`src/rtl/core/stis_pkg.sv`:
```
// Shared types and constants for the sorted table core.
// Holds the table size, field widths, request and status codes, the item structs
// and the sequencer state type. Depends on nothing.
package stis_pkg;

    // Table size and derived widths
    localparam int unsigned CAPACITY = 16;
    localparam int unsigned ADDR_W   = $clog2(CAPACITY);
    localparam int unsigned CNT_W    = $clog2(CAPACITY + 1);

    // Fixed field widths of the items
    localparam int unsigned DATA_W   = 32;
    localparam int unsigned IDX_W    = 4;
    localparam int unsigned MODE_W   = 2;
    localparam int unsigned STAT_W   = 3;
    localparam int unsigned POS_W    = 4;
    localparam int unsigned COUNT_W  = 5;

    // Width for comparing the delete position with the fill level
    localparam int unsigned CMP_W    = (CNT_W > IDX_W) ? CNT_W : IDX_W;

    // Request kinds
    localparam logic [MODE_W-1:0] MODE_INSERT = 2'd0;
    localparam logic [MODE_W-1:0] MODE_DELETE = 2'd1;
    localparam logic [MODE_W-1:0] MODE_SEARCH = 2'd2;

    // Status codes
    localparam logic [STAT_W-1:0] STAT_OK       = 3'd0;
    localparam logic [STAT_W-1:0] STAT_EMPTY    = 3'd1;
    localparam logic [STAT_W-1:0] STAT_RANGE    = 3'd2;
    localparam logic [STAT_W-1:0] STAT_FULL     = 3'd3;
    localparam logic [STAT_W-1:0] STAT_NOTFOUND = 3'd4;

    typedef struct packed {
        logic [MODE_W-1:0]        mode;
        logic signed [DATA_W-1:0] value;
        logic [IDX_W-1:0]         index;
    } req_t;

    typedef struct packed {
        logic [STAT_W-1:0]  status;
        logic [POS_W-1:0]   position;
        logic [COUNT_W-1:0] count;
    } rsp_t;

    typedef enum logic [2:0] {
        ST_IDLE,
        ST_START,
        ST_SCAN,
        ST_SHIFT_UP,
        ST_SHIFT_DN,
        ST_FINISH
    } state_t;

endpackage

```
`src/rtl/core/sorted_table_insert_delete_search_core.sv`:
```
// Top level of the sorted table core: sequencer, shared comparator and result register.
// Depends on stis_pkg and the stis_ram table memory.
//
// Usage:
//   The req channel takes one item (mode, value, index) at a time; the rsp
//   channel returns one item (status, position, count) for every request.
//   Both are valid/ready channels; an item moves when valid and ready are high.
//   The table keeps signed values in ascending order in a RAM of CAPACITY
//   entries. One comparator is shared by insert and search, which walk the
//   table one entry per cycle; insert and delete then move entries one per
//   cycle through the RAM's single write port.
//   The table walk over the RAM read port sets how long a request takes;
//   rejected or unused requests go straight from decision to the result step.
//   req_ready is high only while the sequencer is idle.
//   A finished result waits in the rsp register; the next request is taken
//   while it waits, and that request holds in its last step until the
//   receiver takes the earlier result.
//   Reset empties the table (fill level zero) and drops any pending result.
module sorted_table_insert_delete_search_core (
    input  logic          clk,
    input  logic          rst_n,
    input  logic          req_valid,
    output logic          req_ready,
    input  stis_pkg::req_t req,
    output logic          rsp_valid,
    input  logic          rsp_ready,
    output stis_pkg::rsp_t rsp
);

    // Sequencer and table state
    stis_pkg::state_t state_reg, state_next;
    logic [stis_pkg::CNT_W-1:0] ptr_reg, ptr_next;
    logic [stis_pkg::CNT_W-1:0] pos_reg, pos_next;
    logic [stis_pkg::CNT_W-1:0] fill_reg, fill_next;
    logic [stis_pkg::STAT_W-1:0] status_reg, status_next;

    // Held request
    stis_pkg::req_t op_reg, op_next;

    // Result register
    stis_pkg::rsp_t rsp_reg, rsp_next;
    logic rsp_valid_reg, rsp_valid_next;

    // Table memory port
    logic                        ram_we;
    logic [stis_pkg::ADDR_W-1:0] ram_waddr;
    logic [stis_pkg::DATA_W-1:0] ram_wdata;
    logic [stis_pkg::ADDR_W-1:0] ram_raddr;
    logic [stis_pkg::DATA_W-1:0] ram_rdata;

    // Shared comparator
    logic entry_lt;
    logic entry_eq;
    logic at_end;
    logic stop_ins;

    stis_ram #(
        .WIDTH (stis_pkg::DATA_W),
        .DEPTH (stis_pkg::CAPACITY)
    ) u_table (
        .clk   (clk),
        .we    (ram_we),
        .waddr (ram_waddr),
        .wdata (ram_wdata),
        .raddr (ram_raddr),
        .rdata (ram_rdata)
    );

    // Compare the entry just read against the held value
    assign entry_lt = $signed(ram_rdata) < op_reg.value;
    assign entry_eq = ram_rdata == op_reg.value;
    assign at_end   = ptr_reg == fill_reg;
    assign stop_ins = (op_reg.mode == stis_pkg::MODE_INSERT) && (at_end || !entry_lt);

    always_ff @(posedge clk or negedge rst_n)
    begin
        if (!rst_n)
        begin
            state_reg     <= stis_pkg::ST_IDLE;
            ptr_reg       <= '0;
            pos_reg       <= '0;
            fill_reg      <= '0;
            status_reg    <= stis_pkg::STAT_OK;
            rsp_valid_reg <= 1'b0;
        end
        else
        begin
            state_reg     <= state_next;
            ptr_reg       <= ptr_next;
            pos_reg       <= pos_next;
            fill_reg      <= fill_next;
            status_reg    <= status_next;
            rsp_valid_reg <= rsp_valid_next;
        end
    end

    always_ff @(posedge clk)
    begin
        op_reg  <= op_next;
        rsp_reg <= rsp_next;
    end

    always_comb
    begin
        state_next     = state_reg;
        ptr_next       = ptr_reg;
        pos_next       = pos_reg;
        fill_next      = fill_reg;
        status_next    = status_reg;
        op_next        = op_reg;
        rsp_next       = rsp_reg;
        rsp_valid_next = rsp_valid_reg && !rsp_ready;
        ram_we         = 1'b0;
        ram_waddr      = stis_pkg::ADDR_W'(ptr_reg);
        ram_wdata      = ram_rdata;
        ram_raddr      = '0;
        req_ready      = 1'b0;

        unique case (state_reg)
            stis_pkg::ST_IDLE:
            begin
                req_ready = 1'b1;
                if (req_valid)
                begin
                    op_next    = req;
                    state_next = stis_pkg::ST_START;
                end
            end

            stis_pkg::ST_START:
            begin
                // Decide the request; reject early where the table state allows it
                status_next = stis_pkg::STAT_OK;
                pos_next    = '0;
                state_next  = stis_pkg::ST_FINISH;
                case (op_reg.mode)
                    stis_pkg::MODE_INSERT:
                    begin
                        if (fill_reg == stis_pkg::CNT_W'(stis_pkg::CAPACITY))
                        begin
                            status_next = stis_pkg::STAT_FULL;
                        end
                        else
                        begin
                            ptr_next   = '0;
                            state_next = stis_pkg::ST_SCAN;
                        end
                    end
                    stis_pkg::MODE_DELETE:
                    begin
                        if (fill_reg == '0)
                        begin
                            status_next = stis_pkg::STAT_EMPTY;
                        end
                        else if (stis_pkg::CMP_W'(op_reg.index) >=
                                 stis_pkg::CMP_W'(fill_reg))
                        begin
                            status_next = stis_pkg::STAT_RANGE;
                        end
                        else
                        begin
                            // Fetch the entry that moves down into the gap
                            ram_raddr  = stis_pkg::ADDR_W'(stis_pkg::CMP_W'(op_reg.index) +
                                                           stis_pkg::CMP_W'(1));
                            ptr_next   = stis_pkg::CNT_W'(op_reg.index);
                            state_next = stis_pkg::ST_SHIFT_DN;
                        end
                    end
                    stis_pkg::MODE_SEARCH:
                    begin
                        ptr_next   = '0;
                        state_next = stis_pkg::ST_SCAN;
                    end
                    default:
                    begin
                        // Unused request kind: answer ok, leave the table alone
                        status_next = stis_pkg::STAT_OK;
                    end
                endcase
            end

            stis_pkg::ST_SCAN:
            begin
                // ram_rdata holds entry[ptr_reg] when ptr_reg is below the fill level
                if (stop_ins)
                begin
                    pos_next   = ptr_reg;
                    ptr_next   = fill_reg;
                    ram_raddr  = stis_pkg::ADDR_W'(fill_reg - stis_pkg::CNT_W'(1));
                    state_next = stis_pkg::ST_SHIFT_UP;
                end
                else if (at_end)
                begin
                    status_next = stis_pkg::STAT_NOTFOUND;
                    pos_next    = '0;
                    state_next  = stis_pkg::ST_FINISH;
                end
                else if (op_reg.mode == stis_pkg::MODE_SEARCH && entry_eq)
                begin
                    pos_next   = ptr_reg;
                    state_next = stis_pkg::ST_FINISH;
                end
                else
                begin
                    ptr_next  = ptr_reg + stis_pkg::CNT_W'(1);
                    ram_raddr = stis_pkg::ADDR_W'(ptr_reg + stis_pkg::CNT_W'(1));
                end
            end

            stis_pkg::ST_SHIFT_UP:
            begin
                // Move entries up one place from the top, then drop the value in
                ram_we = 1'b1;
                if (ptr_reg == pos_reg)
                begin
                    ram_wdata  = op_reg.value;
                    fill_next  = fill_reg + stis_pkg::CNT_W'(1);
                    state_next = stis_pkg::ST_FINISH;
                end
                else
                begin
                    ram_wdata = ram_rdata;
                    ram_raddr = stis_pkg::ADDR_W'(ptr_reg - stis_pkg::CNT_W'(2));
                    ptr_next  = ptr_reg - stis_pkg::CNT_W'(1);
                end
            end

            stis_pkg::ST_SHIFT_DN:
            begin
                // Close the gap one entry at a time
                if (ptr_reg + stis_pkg::CNT_W'(1) == fill_reg)
                begin
                    fill_next  = fill_reg - stis_pkg::CNT_W'(1);
                    state_next = stis_pkg::ST_FINISH;
                end
                else
                begin
                    ram_we    = 1'b1;
                    ram_wdata = ram_rdata;
                    ram_raddr = stis_pkg::ADDR_W'(ptr_reg + stis_pkg::CNT_W'(2));
                    ptr_next  = ptr_reg + stis_pkg::CNT_W'(1);
                end
            end

            stis_pkg::ST_FINISH:
            begin
                // Hold until the result register is free
                if (!rsp_valid_reg || rsp_ready)
                begin
                    rsp_next.status   = status_reg;
                    rsp_next.position = stis_pkg::POS_W'(pos_reg);
                    rsp_next.count    = stis_pkg::COUNT_W'(fill_reg);
                    rsp_valid_next    = 1'b1;
                    state_next        = stis_pkg::ST_IDLE;
                end
            end

            default:
            begin
                state_next = stis_pkg::ST_IDLE;
            end
        endcase
    end

    assign rsp_valid = rsp_valid_reg;
    assign rsp       = rsp_reg;

    // The fill level never passes the table size
    assert property (@(posedge clk) disable iff (!rst_n)
        fill_reg <= stis_pkg::CNT_W'(stis_pkg::CAPACITY))
    else $error("fill level above capacity");

    // The fill level moves by at most one per request step
    assert property (@(posedge clk) disable iff (!rst_n)
        !$stable(fill_reg) |->
            (fill_reg == $past(fill_reg) + stis_pkg::CNT_W'(1)) ||
            (fill_reg == $past(fill_reg) - stis_pkg::CNT_W'(1)))
    else $error("fill level jumped");

    // The table memory is written only while entries are being moved
    assert property (@(posedge clk) disable iff (!rst_n)
        ram_we |-> (state_reg == stis_pkg::ST_SHIFT_UP) ||
                   (state_reg == stis_pkg::ST_SHIFT_DN))
    else $error("table written outside a shift step");

    // A full report always carries a full count
    assert property (@(posedge clk) disable iff (!rst_n)
        (rsp_valid && rsp.status == stis_pkg::STAT_FULL) |->
            rsp.count == stis_pkg::COUNT_W'(stis_pkg::CAPACITY))
    else $error("full status with table not full");

endmodule

```
`src/rtl/core/stis_ram.sv`:
```
// Generic single-port-write, single-port-read RAM with registered read data.
// Width and depth are parameters; no dependencies.
module stis_ram #(
    parameter int unsigned WIDTH = 32,
    parameter int unsigned DEPTH = 16
) (
    input  logic                     clk,
    input  logic                     we,
    input  logic [$clog2(DEPTH)-1:0] waddr,
    input  logic [WIDTH-1:0]         wdata,
    input  logic [$clog2(DEPTH)-1:0] raddr,
    output logic [WIDTH-1:0]         rdata
);

    logic [WIDTH-1:0] mem [DEPTH];
    logic [WIDTH-1:0] rdata_reg;

    always_ff @(posedge clk)
    begin
        if (we)
        begin
            mem[waddr] <= wdata;
        end
        rdata_reg <= mem[raddr];
    end

    assign rdata = rdata_reg;

endmodule

```
`config.mk`:
```
export PLATFORM = sky130hd
export DESIGN_NAME = sorted_table_insert_delete_search_core
export DESIGN_NICKNAME = d
export VERILOG_FILES = /design/src/rtl/core/stis_pkg.sv /design/src/rtl/core/sorted_table_insert_delete_search_core.sv /design/src/rtl/core/stis_ram.sv
export SDC_FILE = /design/constraint.sdc
export NUM_CORES = 1
export LEC_CHECK = 0
export BUFFER_PORTS_ARGS = -buffer_cell sky130_fd_sc_hd__clkbuf_2
export CORE_MARGIN = 10
export CORE_UTILIZATION = 55
export DETAILED_ROUTE_END_ITERATION = 10
export HOLD_SLACK_MARGIN = 0.12
export PLACE_DENSITY = 0.72
export SLEW_MARGIN = 20
export SYNTH_ARGS = -nofsm -noshare
export SYNTH_HDL_FRONTEND = slang
export SYNTH_HIERARCHICAL = 1
export SYNTH_SLANG_ARGS = --single-unit
```
`constraint.sdc`:
```
create_clock -name clk -period 8.4 [get_ports clk]
set_input_delay 0.42 -clock clk [delete_from_list [all_inputs] [get_ports clk]]
set_output_delay 0.42 -clock clk [all_outputs]
set_load 0.02 [all_outputs]
```
**After elaboration in Yosys (flattened, before gate mapping)**

Memory sizes are Yosys's and may differ from the RTL's. A register that Yosys moved wholly into a read port is not among the register bits.
Cells that the tools add are included.

- Add/sub/neg operators: 7
- Magnitude comparators: 2
- Eq/ne operators: 27
- Muxes and demuxes: 54
- Reductions and logical operators: 21

Operators by type and width:

| kind | count |
|---|---|
| $mux W5 | 13 |
| $mux W32 | 2 |
| $eq A32 B32 Y1 | 1 |
| $lt A32 B32 Y1 | 1 |
| $mux W4 | 8 |
| $mux W3 | 10 |
| $pmux W5 S2 | 2 |
| $pmux W5 S4 | 1 |
| $pmux W3 S6 | 1 |
| $ne A2 B2 Y1 const B | 8 |
| $pmux W4 S4 | 1 |
| $eq A5 B5 Y1 | 3 |
| $ne A3 B3 Y1 const B | 5 |
| $pmux W5 S3 | 1 |
| $add A5 B1 Y5 const B | 2 |
| $sub A5 B1 Y5 const B | 2 |
| $pmux W3 S3 | 1 |
| $reduce_and A9 Y1 | 1 |
| $mux W1 | 8 |
| $ne A4 B4 Y1 const B | 2 |
| $eq A3 B2 Y1 const B | 2 |
| $eq A3 B3 Y1 const B | 2 |
| $mux W2 | 3 |
| $pmux W3 S2 | 1 |
| 21 further kinds | 30 |

- Flip-flop bits (word level): 72
- Memory bits (writable): 512
- Bits of input ports: 42
- Output and inout bits: 14
- Word-level logic and storage cells: 124
- Memories: 1

Memory list:

| memory | depth | bits a word | read ports | clocked after memory_dff | write ports | line | text |
|---|---|---|---|---|---|---|---|
| u_table.mem | 16 | 32 | 1 | 1 | 1 | stis_ram.sv:15 | `logic [WIDTH-1:0] mem [DEPTH];` |

**Depth between registers and ports, before layout**

- Depth after elaboration: 6
- Depth in mapped cells: 17
- Depth with buffers taken out: 13

**Modules after synthesis**

The synthesis kept the hierarchy.

Modules (own cells, without submodules):

| module | times used | cells each | area each (um^2) | seq. area each (um^2) |
|---|---|---|---|---|
| stis_ram | 1 | 838 | 19835.3 | 16015.4 |
| sorted_table_insert_delete_search_core | 1 | 505 | 5102.4 | 2052.0 |

**Worst setup path before layout**

OpenSTA, ideal clock, no wires.

- Path kind: reg-to-reg
- Start: register ptr_reg[1] in the netlist's numbering
- End: memory u_table.mem[0][0] (enable)
- Library setup time: 0.461 ns
- Arrival time: 4.265 ns
- Required time: 7.939 ns
- Path slack: 3.674 ns
- Stages on the path, launching flop included: 10
- Path buffers: 0
- Period minus slack after synthesis: 4.726 ns
- Path through: dfrtp_1 inv_1 ha_1 xor2_1 nor2_1 nand4_1 nand2_1 nand2_1 or3b_2 nor3_1

- Word-level cells in the longest chain between the ends: 6

RTL lines:

| what | line | text |
|---|---|---|
| start, declared | sorted_table_insert_delete_search_core.sv:32 | `logic [stis_pkg::CNT_W-1:0] ptr_reg, ptr_next;` |
| start signal, assigned | sorted_table_insert_delete_search_core.sv:89 | `ptr_reg <= ptr_next;` |
| $add A5 B1 Y5 | sorted_table_insert_delete_search_core.sv:231 | `if (ptr_reg + stis_pkg::CNT_W'(1) == fill_reg)` |
| $eq A5 B5 Y1 | sorted_table_insert_delete_search_core.sv:231 |  |
| $mux W1 | sorted_table_insert_delete_search_core.sv:231 |  |
| $pmux W1 S2 | sorted_table_insert_delete_search_core.sv:119 | `unique case (state_reg)` |
| via ram_we | sorted_table_insert_delete_search_core.sv:45 | `logic ram_we;` |
| $mux W1 | stis_ram.sv:20 | `if (we)` |
| $mux W1 (not written as such) | stis_ram.sv:22 | `mem[waddr] <= wdata;` |
| end, declared | stis_ram.sv:15 |  |

The timed path passes the listed nets, and every way through them passes these cells.

**Final worst setup path**

- Start: register ptr_reg[0] in the netlist's numbering
- End: register u_table.rdata_reg[12] (netlist: u_table/rdata[12]), read port of u_table.mem

- Word-level cells in the longest chain between the ends: 5
- Elaborated cells on any way between the ends: 14
- Those cells by class: add/sub (3); eq/ne (3); mux (6); reduce/logical (2)

RTL lines:

| what | line | text |
|---|---|---|
| $add A5 B1 Y5 / $eq A5 B5 Y1 (equally long branches) | sorted_table_insert_delete_search_core.sv:231, sorted_table_insert_delete_search_core.sv:72 |  |
| $mux W4 / $logic_or A1 B1 Y1 (equally long branches) | sorted_table_insert_delete_search_core.sv:198, sorted_table_insert_delete_search_core.sv:73 |  |
| $mux W4 / $logic_and A1 B1 Y1 (equally long branches) | sorted_table_insert_delete_search_core.sv:192, sorted_table_insert_delete_search_core.sv:73 |  |
| $mux W4 | sorted_table_insert_delete_search_core.sv:185 | `if (stop_ins)` |
| $pmux W4 S4 * | sorted_table_insert_delete_search_core.sv:119 |  |
| via ram_raddr (one bit) | sorted_table_insert_delete_search_core.sv:48 | `logic [stis_pkg::ADDR_W-1:0] ram_raddr;` |
| end, declared | stis_ram.sv:16 | `logic [WIDTH-1:0] rdata_reg;` |

The timed path passes the listed nets; every way through them passes the cells marked *.
A chain may end at the register's enable or synchronous reset.

==> out/results.tsv <==
stage	metric	value	unit
detailed_routing	drt drc	0	
floorplanning	I/O pins	56	
synth	Synth Area per Inst	18.6	sq um
floorplanning	die width	233	um
setup_path	Crit Path Max Fanout	47	
clock_tree	Max H-tree Level	2	
detailed_routing	Iteration-0 DRC Markers	1410	
clock_tree	Root Buffer	clkbuf_16	
power	Cell Pwr Density	362	nW/um^2
setup_path	CP max-delay cell	dfrtp_1	
global_routing	GRT Total Usage	0.209	
synth	asr flop ratio synth	0.0357	
synth	Top FF cell, synth	edfxtp_1	
floorplanning	Initial Utilization	0.560	
timing	Highest Clock Rate	213	MHz
finish	Total Nets Final	1547	
timing	Worst-Margin Slew	1140	ps
clock_tree	Clk pin slew, worst setup/hold paths	70	ps
timing	clk_skew	31.2	ps
synth	Syn Inst Count	1343	
timing	Sum Neg Setup Slack	0	ps
synth	number of unique standard cell types used by synthesis	78	
power	worst vdd ir	0.000280	V
setup_path	crit path DAT	5190	ps
power	P_leak	9.45	nW
detailed_routing	Detailed Routing Iterations Pass 1	7	
timing	Slew Viols, Final	0	
setup_path	CP startpoint kind	flip-flop	
clock_tree	clk buf depth	3	
setup_path	Worst EP required	8890	ps
synth	Yosys warnings	6	
setup_path	worst r2r src	ptr_reg[0]	
setup_path	Crit Path Category	flip-flop to flip-flop	
detailed_routing	vias per cell	6.23	
setup_path	CP dominant cell by count	nand2_1	
floorplanning	Die Span Y	233	um
setup_path	FF-to-FF End	u_table/rdata[12]	
timing	final hold violations	0	
clock_tree	worst skew pair latency	630	ps
global_routing	first-pass GRT wire length	84.2	mm
finish	fraction of layout cells with a size suffix above 1	0.253	
status	outcome	finished clean	
placed_design	Port Buffer Count	55	
timing	Slew headroom	0.237	
timing	Final setup viols	0	
finish	Area Overhead vs Synth	14.3	%
timing	RSZ-0062 raised after global routing	no	
synth	Yosys top cell by area	edfxtp_1	
synth	Post-Syn Nets	1429	
setup_path	crit-path cells	inv_1 > ha_1 > xor2_1 > nor2_1 > nand4_1 > nand2_1 > and2_1 > mux2_1 > o221ai_4 > buf_4 > mux4_2 > a22oi_1 > nand2_1	
setup_path	worst r2r path cells	13	
synth	post-synthesis sequential area ratio	0.724	
detailed_routing	wire per inst	26.6	um
timing	Period Utilization, post-route	0.559	
global_routing	number of global-route vias before repair	13300	
finish	n_diodes	0	
placed_design	HPWL Detailed	30.4	mm
setup_path	kind of end point of the critical path	flip-flop	
floorplanning	Rows	77	
worst_hold_path	worst min path class	input pin to async pin	
setup_path	cell family with the largest share of critical-path delay	multiplexers	
synth	top-count cell post-synth	edfxtp_1	
finish	fin util	0.640	
synth	Post-synth EDFFs	562	
clock_tree	post-CTS setup buffer count	0	
timing	Final min period	4700	ps
finish	design area	28500	sq um
synth	synthesized flop and latch total	616	
global_routing	total congestion overflow	0	
clock_tree	total CTS buffers	58	
detailed_routing	Final ANT Viol Nets	0	
setup_path	WP buf/inv	2	
synth	area of the mapped netlist	24900	sq um
setup_path	Max stage delay on crit path	880	ps
synth	synth top area cells	edfxtp_1 (68%), mux4_2 (12%), dfxtp_1 (2.6%)	
floorplanning	Die Area	54300	sq um
detailed_routing	WL final	55.8	mm
timing	hold_ws	357	ps
placed_design	routability cong.	0.889	
setup_path	critical path startpoint	ptr_reg[0]	
setup_path	reg2reg setup slack	3700	ps
clock_tree	CTS tree	yes	
floorplanning	Core ar.	44500	sq um
detailed_routing	vias	13100	
finish	Largest register FFs	512	
synth	share of the synthesized area in the top cell type	0.677	
placed_design	placed cell area	26000	sq um
clock_tree	CTS sink cnt	616	
flow_run	max cap viols	0	
global_routing	pin count of the biggest net entering global routing	82	
synth	Post-synth top cells	edfxtp_1 (562), mux4_2 (128), nand2_1 (81)	
global_routing	number of antenna violations at the first check in global routing	0	
power by group:
group          internal (mW)  total (mW)  switching (mW)  leakage, nW
combinational           1.27        3.16            1.90         2.79
clock                   1.71        2.82            1.11         1.01
sequential              4.11        4.33           0.228         5.65
stage by stage:
step           power, mW  setup WS, ps  cells
6_report            10.3          3700   2102
3_5_place_dp        7.53          3760   1953
2_1_floorplan       6.64          3670   1343
3_3_place_gp        7.46          3880   1953
4_1_cts             10.4          3710   2102
5_1_grt             10.8          3430   2102
worst max-delay path by stage:
stage	to	depth (start not counted)	slack, ps
final	u_table/rdata[12]	13	3700
after global routing	u_table/rdata[12]	13	3430
after CTS	u_table/rdata[12]	13	3710
after detailed placement	u_table/rdata[12]	13	3760
after global placement	u_table/rdata[10]	13	3880
after floorplan	u_table/mem[0][0]	9	3670
worst register-to-register path, delay by kind of cell (launching register included):
family / cells / cell delay [ps]
xor+xnor: 1 / 160
compound gates: 2 / 330
buf+inv: 2 / 970
mux: 2 / 1040
simple gates: 5 / 770
fa+ha+maj: 1 / 420
flops: 1 / 880
cell usage in the layout, fill, tap and decap left out, types with 29 or more instances in the layout:
master | synthesis | routed
clkbuf_16 | 0 | 59
dlygate4sd3_1 | 0 | 40
inv_1 | 43 | 43
buf_4 | 10 | 29
clkbuf_2 | 1 | 55
a21oi_1 | 29 | 29
mux4_2 | 128 | 128
a22oi_1 | 66 | 66
edfxtp_1 | 562 | 562
ha_1 | 44 | 44
nand2_1 | 81 | 81
dfxtp_1 | 32 | 32
mux2_2 | 31 | 31
kinds of logic (layout without fill, tap and decap cells):
family	Yosys count	count (layout)	share of synthesized area
buffers and inverters	111	278	0.0213
AO/OA/AOI/OAI	167	167	0.0481
AND/OR/NAND/NOR	216	216	0.0431
flip-flops	616	616	0.724
adder cells (fa/ha/maj)	44	44	0.0221
XOR/XNOR	27	27	0.0100
multiplexers	162	162	0.131
repair_timing:
action / CTS / global route
setup endpoints to repair: 0 / 0
endpoints found under the hold margin: 61 / 0
resized for setup: 0 / 0
hold buffers: 40 / 0
cell type report:
class | instances | area [sq um]
clock buffer | 76 | 1590
clock inverter | 33 | 503
fill | 3018 | 16000
inverter | 44 | 165
multi-input combinational | 616 | 6520
sequential | 616 | 18100
tap | 592 | 741
timing repair buffer | 125 | 913
layer usage:
metal / part of all wire / wire [um] / global-route usage / up-vias
met5: 0 / 0 / 0 / -
met2: 0.49 / 27300 / 0.340 / 612
li1: - / - / - / 5643
met1: 0.40 / 22600 / 0.289 / 6751
met3: 0.084 / 4690 / 0.0335 / 91
met4: 0.024 / 1320 / 0.0633 / 0
Power figures use the tool's default switching activity.
